**src/dbrt_pkg.sv**
```systemverilog
// Shared types and constants for the dirty band region tracker.
// No dependencies; the band store and the top level import this package.
package dbrt_pkg;

	localparam int BAND_ROWS_DEF = 8;
	localparam int MAX_BANDS_DEF = 64;
	localparam int RESULT_CAP    = 64;

	localparam int MODE_W     = 2;
	localparam int COORD_W    = 12;
	localparam int SW_W       = 11;
	localparam int SH_W       = 10;
	localparam int RX_W       = 10;
	localparam int RY_W       = 9;
	localparam int RW_W       = 11;
	localparam int RH_W       = 10;
	localparam int CFG_IDX_W  = 1;
	localparam int CFG_DATA_W = 11;

	localparam logic [SW_W-1:0] SCREEN_WIDTH_RST  = SW_W'(640);
	localparam logic [SH_W-1:0] SCREEN_HEIGHT_RST = SH_W'(480);
	localparam logic [SW_W-1:0] SCREEN_WIDTH_MAX  = SW_W'(1024);

	localparam logic [MODE_W-1:0] MODE_ADD   = 2'd0;
	localparam logic [MODE_W-1:0] MODE_FLUSH = 2'd1;
	localparam logic [MODE_W-1:0] MODE_CLEAR = 2'd2;

	localparam logic [CFG_IDX_W-1:0] REG_SCREEN_WIDTH  = 1'b0;
	localparam logic [CFG_IDX_W-1:0] REG_SCREEN_HEIGHT = 1'b1;

	typedef struct packed {
		logic            dirty;
		logic [RX_W-1:0] left;
		logic [RW_W-1:0] width;
	} band_t;

endpackage

```
**src/dbrt_band_mem.sv**
```systemverilog
// Band store: one word (dirty, left, width) per band, single write port,
// one registered read port. Depends on dbrt_pkg for band_t.
module dbrt_band_mem #(
	parameter int DEPTH  = dbrt_pkg::MAX_BANDS_DEF,
	parameter int ADDR_W = (DEPTH > 1) ? $clog2(DEPTH) : 1
) (
	input  logic                clk,
	input  logic                we,
	input  logic [ADDR_W-1:0]   waddr,
	input  dbrt_pkg::band_t     wdata,
	input  logic                re,
	input  logic [ADDR_W-1:0]   raddr,
	output dbrt_pkg::band_t     rdata
);
	import dbrt_pkg::*;

	band_t mem [DEPTH];

	always_ff @(posedge clk) begin
		if (we) begin
			mem[waddr] <= wdata;
		end
	end

	always_ff @(posedge clk) begin
		if (re) begin
			rdata <= mem[raddr];
		end
	end

endmodule

```
**src/dirty_band_region_tracker.sv**
```systemverilog
// Dirty band region tracker: one span per band, walked one band per cycle except while
// a flush waits on out_stall. Add: clamp the rectangle, then walk the bands from the top
// to the last touched band. Flush: walk every band, then ST_FL_END and ST_FL_FIN; out_stall
// can hold it, and it stops early at the result cap. Clear: zero every band. A new beat is
// taken only in ST_IDLE. After reset a clearing pass over every band runs before the first beat is taken.
// Depends on dbrt_pkg and dbrt_band_mem.
module dirty_band_region_tracker #(
	parameter int BAND_ROWS = dbrt_pkg::BAND_ROWS_DEF,
	parameter int MAX_BANDS = dbrt_pkg::MAX_BANDS_DEF
) (
	input  logic                                clk,
	input  logic                                arst_n,
	input  logic                                cfg_we,
	input  logic [dbrt_pkg::CFG_IDX_W-1:0]      cfg_index,
	input  logic [dbrt_pkg::CFG_DATA_W-1:0]     cfg_data,
	input  logic                                in_valid,
	output logic                                in_stall,
	input  logic [dbrt_pkg::MODE_W-1:0]         mode,
	input  logic signed [dbrt_pkg::COORD_W-1:0] left,
	input  logic signed [dbrt_pkg::COORD_W-1:0] top,
	input  logic signed [dbrt_pkg::COORD_W-1:0] right,
	input  logic signed [dbrt_pkg::COORD_W-1:0] bottom,
	output logic                                out_valid,
	input  logic                                out_stall,
	output logic [dbrt_pkg::RX_W-1:0]           rect_x,
	output logic [dbrt_pkg::RY_W-1:0]           rect_y,
	output logic [dbrt_pkg::RW_W-1:0]           rect_w,
	output logic [dbrt_pkg::RH_W-1:0]           rect_h,
	output logic                                last,
	output logic                                empty_res
);
	import dbrt_pkg::*;

	localparam int ADDR_W = (MAX_BANDS > 1) ? $clog2(MAX_BANDS) : 1;
	localparam int LINE_W = $clog2(MAX_BANDS * BAND_ROWS + 1);
	localparam int CMP_W  = (LINE_W > SH_W + 1) ? LINE_W : SH_W + 1;
	localparam int CNT_W  = $clog2(RESULT_CAP + 1);
	localparam logic [ADDR_W-1:0] LAST_B = ADDR_W'(MAX_BANDS - 1);
	localparam logic [LINE_W-1:0] ROWS   = LINE_W'(BAND_ROWS);
	localparam logic [CNT_W-1:0]  CAP_M1 = CNT_W'(RESULT_CAP - 1);

	typedef enum logic [2:0] {
		ST_CLR, ST_IDLE, ST_ADD_PREP, ST_ADD_EVAL, ST_FL_EVAL, ST_FL_END, ST_FL_FIN
	} state_t;

	state_t state_q;
	logic [SW_W-1:0]   sw_q;
	logic [SH_W-1:0]   sh_q;
	logic [COORD_W-1:0] left_q, top_q, right_q, bottom_q;
	logic [RX_W-1:0]   x1_q;
	logic [SW_W-1:0]   x2_q;
	logic [SH_W-1:0]   y1_q, y2_q;
	logic [ADDR_W-1:0] b_q;
	logic [LINE_W-1:0] base_q;
	logic [CNT_W-1:0]  n_q;
	logic              run_act_q;
	logic [RX_W-1:0]   rl_q;
	logic [RW_W-1:0]   rw_q;
	logic [LINE_W-1:0] run_y_q, run_h_q;
	logic              hold_valid_q;
	logic [RX_W-1:0]   hold_x_q;
	logic [RY_W-1:0]   hold_y_q;
	logic [RW_W-1:0]   hold_w_q;
	logic [RH_W-1:0]   hold_h_q;
	logic              out_valid_q;
	logic [RX_W-1:0]   rect_x_q;
	logic [RY_W-1:0]   rect_y_q;
	logic [RW_W-1:0]   rect_w_q;
	logic [RH_W-1:0]   rect_h_q;
	logic              last_q, empty_q;

	logic              mem_we, mem_re;
	logic [ADDR_W-1:0] mem_waddr, mem_raddr;
	band_t             mem_wdata, rd;

	logic              accept, out_free;
	logic [SW_W-1:0]   wlim, x1c, x2c;
	logic [SW_W-1:0]   y1c, y2w;
	logic [SH_W-1:0]   y2c;
	logic              add_ok;
	logic [LINE_W-1:0] base_nxt;
	logic [ADDR_W-1:0] b_nxt;
	logic              add_touch, add_done;
	logic [RX_W-1:0]   l0, nl;
	logic [RW_W-1:0]   w0, nw;
	logic [RW_W:0]     span_end;
	logic              same, fl_block, fl_stop, fl_take;
	logic              out_load;

	assign accept   = in_valid && !in_stall;
	assign in_stall = (state_q != ST_IDLE);
	assign out_free = !out_valid_q || !out_stall;
	assign base_nxt = base_q + ROWS;
	assign b_nxt    = b_q + ADDR_W'(1);

	// Clamp the rectangle held from the accepted beat
	always_comb begin
		wlim = (sw_q > SCREEN_WIDTH_MAX) ? SCREEN_WIDTH_MAX : sw_q;
		x1c  = left_q[COORD_W-1] ? '0 : left_q[SW_W-1:0];
		x2c  = (right_q[COORD_W-1] || right_q[SW_W-1:0] > wlim) ? wlim : right_q[SW_W-1:0];
		y1c  = top_q[COORD_W-1] ? '0 : top_q[SW_W-1:0];
		y2c  = (bottom_q[COORD_W-1] || bottom_q[SW_W-1:0] > SW_W'(sh_q))
			? sh_q : bottom_q[SH_W-1:0];
		y2w  = SW_W'(y2c);
		add_ok = (x1c < x2c) && (y1c < y2w);
	end

	// Unite the new span with the stored one
	always_comb begin
		add_touch = (CMP_W'(base_q) < CMP_W'(y2_q)) && (CMP_W'(base_nxt) > CMP_W'(y1_q));
		add_done  = (b_q == LAST_B) || (CMP_W'(base_nxt) >= CMP_W'(y2_q));
		if (rd.left > x1_q) begin
			l0 = x1_q;
			w0 = rd.width + RW_W'(rd.left - x1_q);
		end else begin
			l0 = rd.left;
			w0 = rd.width;
		end
		span_end = (RW_W + 1)'(l0) + (RW_W + 1)'(w0);
		if (!rd.dirty) begin
			nl = x1_q;
			nw = x2_q - RW_W'(x1_q);
		end else begin
			nl = l0;
			nw = (span_end < (RW_W + 1)'(x2_q)) ? x2_q - RW_W'(l0) : w0;
		end
	end

	// Flush decisions for the band just read
	always_comb begin
		same     = run_act_q && rd.dirty && rd.left == rl_q && rd.width == rw_q;
		fl_block = run_act_q && !same && hold_valid_q && !out_free;
		fl_stop  = run_act_q && !same && n_q == CAP_M1;
		fl_take  = !fl_stop && rd.dirty && !same;
		// load the result register from the held region or the final beat
		out_load = (state_q == ST_FL_EVAL && !fl_block && run_act_q && !same && hold_valid_q)
			|| (state_q == ST_FL_END && run_act_q && hold_valid_q && out_free)
			|| (state_q == ST_FL_FIN && out_free);
	end

	always_comb begin
		mem_we    = 1'b0;
		mem_waddr = b_q;
		mem_wdata = '0;
		mem_re    = 1'b0;
		mem_raddr = '0;
		unique case (state_q)
			ST_CLR: begin
				mem_we = 1'b1;
			end
			ST_IDLE: begin
				mem_re = accept && mode == MODE_FLUSH;
			end
			ST_ADD_PREP: begin
				mem_re = add_ok;
			end
			ST_ADD_EVAL: begin
				mem_we    = add_touch;
				mem_wdata = '{dirty: 1'b1, left: nl, width: nw};
				mem_re    = !add_done;
				mem_raddr = b_nxt;
			end
			ST_FL_EVAL: begin
				mem_we    = !fl_block && (same || fl_take);
				mem_re    = !fl_block && !fl_stop && b_q != LAST_B;
				mem_raddr = b_nxt;
			end
			default: begin
			end
		endcase
	end

	dbrt_band_mem #(
		.DEPTH  (MAX_BANDS),
		.ADDR_W (ADDR_W)
	) u_mem (
		.clk   (clk),
		.we    (mem_we),
		.waddr (mem_waddr),
		.wdata (mem_wdata),
		.re    (mem_re),
		.raddr (mem_raddr),
		.rdata (rd)
	);

	always_ff @(posedge clk or negedge arst_n) begin
		if (!arst_n) begin
			state_q      <= ST_CLR;
			sw_q         <= SCREEN_WIDTH_RST;
			sh_q         <= SCREEN_HEIGHT_RST;
			left_q       <= '0;
			top_q        <= '0;
			right_q      <= '0;
			bottom_q     <= '0;
			x1_q         <= '0;
			x2_q         <= '0;
			y1_q         <= '0;
			y2_q         <= '0;
			b_q          <= '0;
			base_q       <= '0;
			n_q          <= '0;
			run_act_q    <= 1'b0;
			rl_q         <= '0;
			rw_q         <= '0;
			run_y_q      <= '0;
			run_h_q      <= '0;
			hold_valid_q <= 1'b0;
			hold_x_q     <= '0;
			hold_y_q     <= '0;
			hold_w_q     <= '0;
			hold_h_q     <= '0;
			out_valid_q  <= 1'b0;
			rect_x_q     <= '0;
			rect_y_q     <= '0;
			rect_w_q     <= '0;
			rect_h_q     <= '0;
			last_q       <= 1'b0;
			empty_q      <= 1'b0;
		end else begin
			if (cfg_we) begin
				unique case (cfg_index)
					REG_SCREEN_WIDTH:  sw_q <= cfg_data[SW_W-1:0];
					REG_SCREEN_HEIGHT: sh_q <= cfg_data[SH_W-1:0];
					default: begin
					end
				endcase
			end

			if (out_load) begin
				out_valid_q <= 1'b1;
			end else if (!out_stall) begin
				out_valid_q <= 1'b0;
			end

			unique case (state_q)
				ST_CLR: begin
					if (b_q == LAST_B) begin
						b_q     <= '0;
						state_q <= ST_IDLE;
					end else begin
						b_q <= b_nxt;
					end
				end
				ST_IDLE: begin
					if (accept) begin
						left_q       <= left;
						top_q        <= top;
						right_q      <= right;
						bottom_q     <= bottom;
						b_q          <= '0;
						base_q       <= '0;
						n_q          <= '0;
						run_act_q    <= 1'b0;
						hold_valid_q <= 1'b0;
						unique case (mode)
							MODE_ADD:   state_q <= ST_ADD_PREP;
							MODE_FLUSH: state_q <= ST_FL_EVAL;
							MODE_CLEAR: state_q <= ST_CLR;
							default:    state_q <= ST_IDLE;
						endcase
					end
				end
				ST_ADD_PREP: begin
					x1_q    <= x1c[RX_W-1:0];
					x2_q    <= x2c;
					y1_q    <= y1c[SH_W-1:0];
					y2_q    <= y2c;
					state_q <= add_ok ? ST_ADD_EVAL : ST_IDLE;
				end
				ST_ADD_EVAL: begin
					if (add_done) begin
						b_q     <= '0;
						state_q <= ST_IDLE;
					end else begin
						b_q    <= b_nxt;
						base_q <= base_nxt;
					end
				end
				ST_FL_EVAL: begin
					if (!fl_block) begin
						if (same) begin
							run_h_q <= run_h_q + ROWS;
						end else begin
							if (run_act_q) begin
								// Close the run: pass the held one on, hold this one
								if (hold_valid_q) begin
									rect_x_q    <= hold_x_q;
									rect_y_q    <= hold_y_q;
									rect_w_q    <= hold_w_q;
									rect_h_q    <= hold_h_q;
									last_q      <= 1'b0;
									empty_q     <= 1'b0;
								end
								hold_valid_q <= 1'b1;
								hold_x_q     <= rl_q;
								hold_y_q     <= RY_W'(run_y_q);
								hold_w_q     <= rw_q;
								hold_h_q     <= RH_W'(run_h_q);
								n_q          <= n_q + CNT_W'(1);
							end
							run_act_q <= fl_take;
							if (fl_take) begin
								rl_q    <= rd.left;
								rw_q    <= rd.width;
								run_y_q <= base_q;
								run_h_q <= ROWS;
							end
						end
						if (fl_stop) begin
							state_q   <= ST_FL_FIN;
						end else if (b_q == LAST_B) begin
							state_q <= ST_FL_END;
						end else begin
							b_q    <= b_nxt;
							base_q <= base_nxt;
						end
					end
				end
				ST_FL_END: begin
					if (!run_act_q) begin
						state_q <= ST_FL_FIN;
					end else if (!hold_valid_q || out_free) begin
						if (hold_valid_q) begin
							rect_x_q    <= hold_x_q;
							rect_y_q    <= hold_y_q;
							rect_w_q    <= hold_w_q;
							rect_h_q    <= hold_h_q;
							last_q      <= 1'b0;
							empty_q     <= 1'b0;
						end
						hold_valid_q <= 1'b1;
						hold_x_q     <= rl_q;
						hold_y_q     <= RY_W'(run_y_q);
						hold_w_q     <= rw_q;
						hold_h_q     <= RH_W'(run_h_q);
						run_act_q    <= 1'b0;
						state_q      <= ST_FL_FIN;
					end
				end
				ST_FL_FIN: begin
					if (out_free) begin
						last_q      <= 1'b1;
						if (hold_valid_q) begin
							rect_x_q <= hold_x_q;
							rect_y_q <= hold_y_q;
							rect_w_q <= hold_w_q;
							rect_h_q <= hold_h_q;
							empty_q  <= 1'b0;
						end else begin
							rect_x_q <= '0;
							rect_y_q <= '0;
							rect_w_q <= '0;
							rect_h_q <= '0;
							empty_q  <= 1'b1;
						end
						hold_valid_q <= 1'b0;
						b_q          <= '0;
						state_q      <= ST_IDLE;
					end
				end
				default: begin
					state_q <= ST_IDLE;
				end
			endcase
		end
	end

	assign out_valid = out_valid_q;
	assign rect_x    = rect_x_q;
	assign rect_y    = rect_y_q;
	assign rect_w    = rect_w_q;
	assign rect_h    = rect_h_q;
	assign last      = last_q;
	assign empty_res = empty_q;

endmodule

```
**config.mk**
```make
export PLATFORM = sky130hd
export DESIGN_NAME = dirty_band_region_tracker
export DESIGN_NICKNAME = d
export VERILOG_FILES = /design/src/dbrt_pkg.sv /design/src/dbrt_band_mem.sv /design/src/dirty_band_region_tracker.sv
export SDC_FILE = /design/constraint.sdc
export NUM_CORES = 2
export LEC_CHECK = 0
export BUFFER_PORTS_ARGS = -buffer_cell sky130_fd_sc_hd__buf_2
export CAP_MARGIN = 25
export CORE_UTILIZATION = 45
export DETAILED_ROUTE_END_ITERATION = 10
export SETUP_SLACK_MARGIN = 0.3
export SYNTH_ARGS = -nofsm -noshare
export SYNTH_HDL_FRONTEND = slang
export SYNTH_SLANG_ARGS = --single-unit
```
**constraint.sdc**
```tcl
create_clock -name clk -period 15.55 [get_ports clk]
set_input_delay 1.555 -clock clk [delete_from_list [all_inputs] [get_ports clk]]
set_output_delay 1.555 -clock clk [all_outputs]
set_load 0.02 [all_outputs]
```
==> impl_metrics.prom <==
# TYPE chip_impl_metric gauge
chip_impl_metric{name="global_route.usage.met2",unit="%"} 40.1
chip_impl_metric{name="yosys.cell_types.count",unit=""} 81
chip_impl_metric{name="number_of_global_route_vias_before_repair",unit=""} 40700
chip_impl_metric{name="detail_route.drc_violations",unit=""} 29
chip_impl_metric{name="hold_ws",unit="ns"} 0.473
chip_impl_info{name="globalRoute.busiestLayer",value="met2"} 1
chip_impl_info{name="tritoncts",value="yes"} 1
chip_impl_metric{name="synth-edff-count",unit=""} 1430
chip_impl_metric{name="worstMarginPinSlew",unit="ns"} 1.13
chip_impl_metric{name="globalRouteTotalUtil",unit="%"} 25.1
chip_impl_info{name="crit_path_end_kind",value="flip-flop"} 1
chip_impl_metric{name="worstRegToRegCells",unit=""} 26
chip_impl_metric{name="ys_seq_area_share",unit="%"} 70.0
chip_impl_info{name="critical-path-top-cell-by-count",value="a21oi_1"} 1
chip_impl_metric{name="timing.critical_path.slowest_cell_delay",unit="ns"} 0.66
chip_impl_metric{name="synth.ff_latch_count",unit=""} 1670
chip_impl_metric{name="fin_setup_tns",unit="ns"} 0
chip_impl_info{name="setup_repair_after_global_routing_missed_its_margin",value="false"} 1
chip_impl_info{name="crit_family",value="compound AO/OA/AOI/OAI gates"} 1
chip_impl_metric{name="critPathMaxFanout",unit=""} 40
chip_impl_metric{name="numPlacedInstances",unit=""} 6454
chip_impl_metric{name="fin_crit_share",unit="%"} 50.6
chip_impl_metric{name="synth_async_sr_flop_share",unit="%"} 14.4
chip_impl_metric{name="gr-usage-met1",unit="%"} 34.8
chip_impl_metric{name="area_growth",unit="%"} 13.3
chip_impl_metric{name="hpwl",unit="um"} 115000
chip_impl_metric{name="preCtsSetupSlack",unit="ns"} 7.57
chip_impl_info{name="min_to",value="rect_h[6]"} 1
chip_impl_metric{name="arrival",unit="ns"} 8.39
chip_impl_info{name="synth_top_area_cell",value="edfxtp_1"} 1
chip_impl_metric{name="power.leakage",unit="nW"} 27.1
chip_impl_metric{name="power-per-cell-area",unit="nW/um^2"} 207
chip_impl_metric{name="fin_skew",unit="ns"} 0.0418
chip_impl_metric{name="cts-resized-gates",unit=""} 0
chip_impl_metric{name="cts.sink_count",unit=""} 1670
chip_impl_info{name="clockRootBuffer",value="clkbuf_16"} 1
chip_impl_metric{name="reg2reg_slack",unit="ns"} 7.69
chip_impl_metric{name="max-vdd-ir-drop",unit="mV"} 0.340
chip_impl_info{name="timing.rr.start",value="x1_q[6]"} 1
chip_impl_metric{name="cts.path.max_buffers",unit=""} 3
chip_impl_metric{name="post_layout_nonfiller_instances",unit=""} 6776
chip_impl_metric{name="die_h",unit="um"} 396
chip_impl_info{name="worstReg2RegEnd",value="u_mem.mem[39][2]"} 1
chip_impl_metric{name="fp.dieW",unit="um"} 396
chip_impl_info{name="critPathLaunchType",value="flip-flop"} 1
chip_impl_metric{name="maxClockFrequency",unit="GHz"} 0.127
chip_impl_metric{name="drtAntennaViolNets",unit=""} 0
chip_impl_metric{name="route.vias.total",unit=""} 41600
chip_impl_metric{name="htree_num_levels",unit=""} 4
chip_impl_info{name="post-synth-top-count-cell",value="edfxtp_1"} 1
chip_impl_info{name="violations",value="DRC"} 1
chip_impl_metric{name="floorplan.io_pins",unit=""} 111
chip_impl_metric{name="post_synth.cell_area_avg",unit="um^2"} 15.6
chip_impl_metric{name="final.fill_count",unit=""} 12700
chip_impl_metric{name="vias_per_cell",unit=""} 6.14
chip_impl_metric{name="die-area",unit="um^2"} 157000
chip_impl_info{name="worst-setup-path-type",value="flip-flop to flip-flop"} 1
chip_impl_metric{name="groute.layer.met3.usage",unit="%"} 4.38
chip_impl_metric{name="holdBufCountCts",unit=""} 0
chip_impl_info{name="hp-class",value="flip-flop to flip-flop"} 1
chip_impl_metric{name="routabilityCongestion",unit=""} 0.907
chip_impl_metric{name="maxcap_violations",unit=""} 0
chip_impl_metric{name="insertion_delay",unit="ns"} 0.82
chip_impl_metric{name="core_area",unit="um^2"} 154000
chip_impl_metric{name="final-hold-violation-count",unit=""} 0
chip_impl_info{name="worst_min_delay_path_startpoint",value="rect_h[6]"} 1
chip_impl_metric{name="synth.yosys.warnings",unit=""} 0
chip_impl_metric{name="required",unit="ns"} 16.08
chip_impl_metric{name="post-synth-top-area-fraction",unit="%"} 61.4
chip_impl_metric{name="post_synth_inst_count",unit=""} 4491
chip_impl_metric{name="min_period",unit="ns"} 7.86
chip_impl_metric{name="whs_path_depth",unit=""} 2
chip_impl_metric{name="synth.cell_area",unit="um^2"} 70000
chip_impl_metric{name="final_nets",unit=""} 4803
chip_impl_metric{name="fin_total_pwr",unit="W"} 0.0164
chip_impl_metric{name="detail_route.wl_per_cell",unit="um"} 29.3
chip_impl_metric{name="path_buf_inv",unit=""} 4
chip_impl_metric{name="number_of_antenna_violations_at_the_first_check_in_global_routing",unit=""} 7
chip_impl_metric{name="initialDrtViolationCount",unit=""} 4393
chip_impl_metric{name="clk_pin_slew",unit="ns"} 0.06
chip_impl_metric{name="cts_buffers",unit=""} 172
chip_impl_metric{name="relSlewSlack",unit="%"} 24.3
chip_impl_metric{name="final_max_slew_viol_count",unit=""} 0
chip_impl_metric{name="final.setup.worst_slack",unit="ns"} 7.69
chip_impl_info{name="ys_top_cells_by_area",value="edfxtp_1, dfrtp_1, mux4_2, ha_1, a21oi_1"} 1
chip_impl_metric{name="floorplan.rows",unit=""} 144
chip_impl_info{name="synth_commonest_cells",value="edfxtp_1, a21oi_1, nand2_1"} 1
chip_impl_metric{name="grt_first_pass_wirelength",unit="um"} 287000
chip_impl_metric{name="grt_max_degree",unit=""} 173
chip_impl_metric{name="initial_core_utilization",unit="%"} 45.4
chip_impl_metric{name="finalWirelength",unit="um"} 199000
chip_impl_info{name="critical-path-slowest-cell",value="a22oi_2"} 1
chip_impl_metric{name="overflow",unit=""} 0
chip_impl_metric{name="drive_above_1_share",unit="%"} 18.4
chip_impl_metric{name="antennaDiodeCount",unit=""} 0
chip_impl_metric{name="numPortBuffers",unit=""} 104
chip_impl_info{name="run_status",value="finished with violations"} 1
chip_impl_metric{name="cts_setup_buffers",unit=""} 0
chip_impl_metric{name="finalSetupViolations",unit=""} 0
chip_impl_info{name="most_used_dff_post_synth",value="edfxtp_1"} 1
chip_impl_metric{name="dr.pass1.iters",unit=""} 9
[worst reg2reg max path, stage by stage, from the launching register on]
cell and delay, ns:
dfrtp_1 0.40, inv_1 0.11, ha_1 0.34, nand4_1 0.15
a21oi_1 0.26, o31ai_1 0.13, a22oi_2 0.66, buf_4 0.39
nor2_1 0.07, a21oi_1 0.44, inv_1 0.09, ha_1 0.33
or2_2 0.30, a21oi_1 0.14, a31oi_1 0.10, a21oi_1 0.21
o21bai_1 0.09, xor2_1 0.15, ha_1 0.29, a2111oi_0 0.48
o311ai_0 0.29, and2_1 0.25, a211o_1 0.28, nand2_1 0.47
mux2_2 0.40, a22o_2 0.47, buf_12 0.26
[logic make-up after synthesis]
logic type / count (synthesis) / share of synthesized area [%]
fa+ha+maj: 139 / 2.62
compound gates: 1051 / 10.4
simple gates: 841 / 6.11
flops: 1670 / 70.0
other cells: 1 / 0.00536
xor+xnor: 64 / 0.801
mux: 299 / 7.63
buf+inv: 426 / 2.48
[final cells by class]
class                   instances  area [um^2]  area share [%]
well taps                    2044         2560            3.23
clock inverters                89          863            1.09
clock buffers                 220         4560            5.75
multi-input cells            2400        20100            25.3
repair buffers                229         1770            2.24
flip-flops and latches       1670        49000            61.8
inverters                     124          470           0.593
[state kept, by name, summed over array words and instances (netlist names), 11 cells and up]
signal and cells:
right_q 12, sw_q 11, left_q 12, rw_q 11, u_mem.mem 1408, top_q 12, u_mem.rdata 22, hold_w_q 11
rect_w 11, bottom_q 12, x2_q 11
[cells in the final DEF, fill, tap and decap left out, types with 30 or more instances in the layout]
cell type / count
edfxtp_1: 1430
a21oi_1: 257
nand2_1: 233
dfrtp_1: 233
mux4_2: 176
o21ai_0: 175
clkbuf_16: 173
nand2b_1: 170
ha_1: 126
inv_1: 122
o221ai_1: 110
buf_2: 110
mux2_2: 102
buf_4: 95
o2111ai_1: 90
nor2_1: 86
o211ai_1: 75
o311ai_0: 70
or3_1: 69
a211oi_1: 63
nor2_4: 56
a211o_1: 47
clkbuf_1: 42
nand3_1: 38
nor2b_1: 37
and3_1: 35
xor2_1: 32
xnor2_1: 31
clkinv_1: 30
[through the flow]
step           instance area, um^2  utilization [%]
5_1_grt                      79300             51.4
3_3_place_gp                 73400             47.6
2_1_floorplan                70000                -
6_report                     79300             51.4
4_1_cts                      79100             51.3
3_5_place_dp                 73600             47.7
[worst max path at each step]
stage	from	endpoint	slack, ns	cells after the start
after floorplan	x1_q[6]	u_mem.mem[0][3]	7.78	30
after global placement	x1_q[6]	u_mem.mem[46][1]	7.70	25
after detailed placement	x1_q[6]	u_mem.mem[34][2]	7.57	25
after CTS	x1_q[6]	u_mem.mem[16][2]	7.51	25
after global routing	x1_q[6]	u_mem.mem[16][2]	6.92	27
final	x1_q[6]	u_mem.mem[39][2]	7.69	26
[per-layer routing]
layer / vias to the layer above / wire length, um
met5: - / 29
met4: 4 / 6260
met3: 306 / 15600
met2: 1784 / 95300
met1: 21500 / 81400
li1: 18000 / -
[where the power goes]
part,switching [W],internal [W]
Clock,0.00176,0.00224
Sequential,0.000301,0.00562
Combinational,0.00420,0.00230
Total,0.00627,0.0102
No activity file was read; power rests on OpenSTA's default activity.
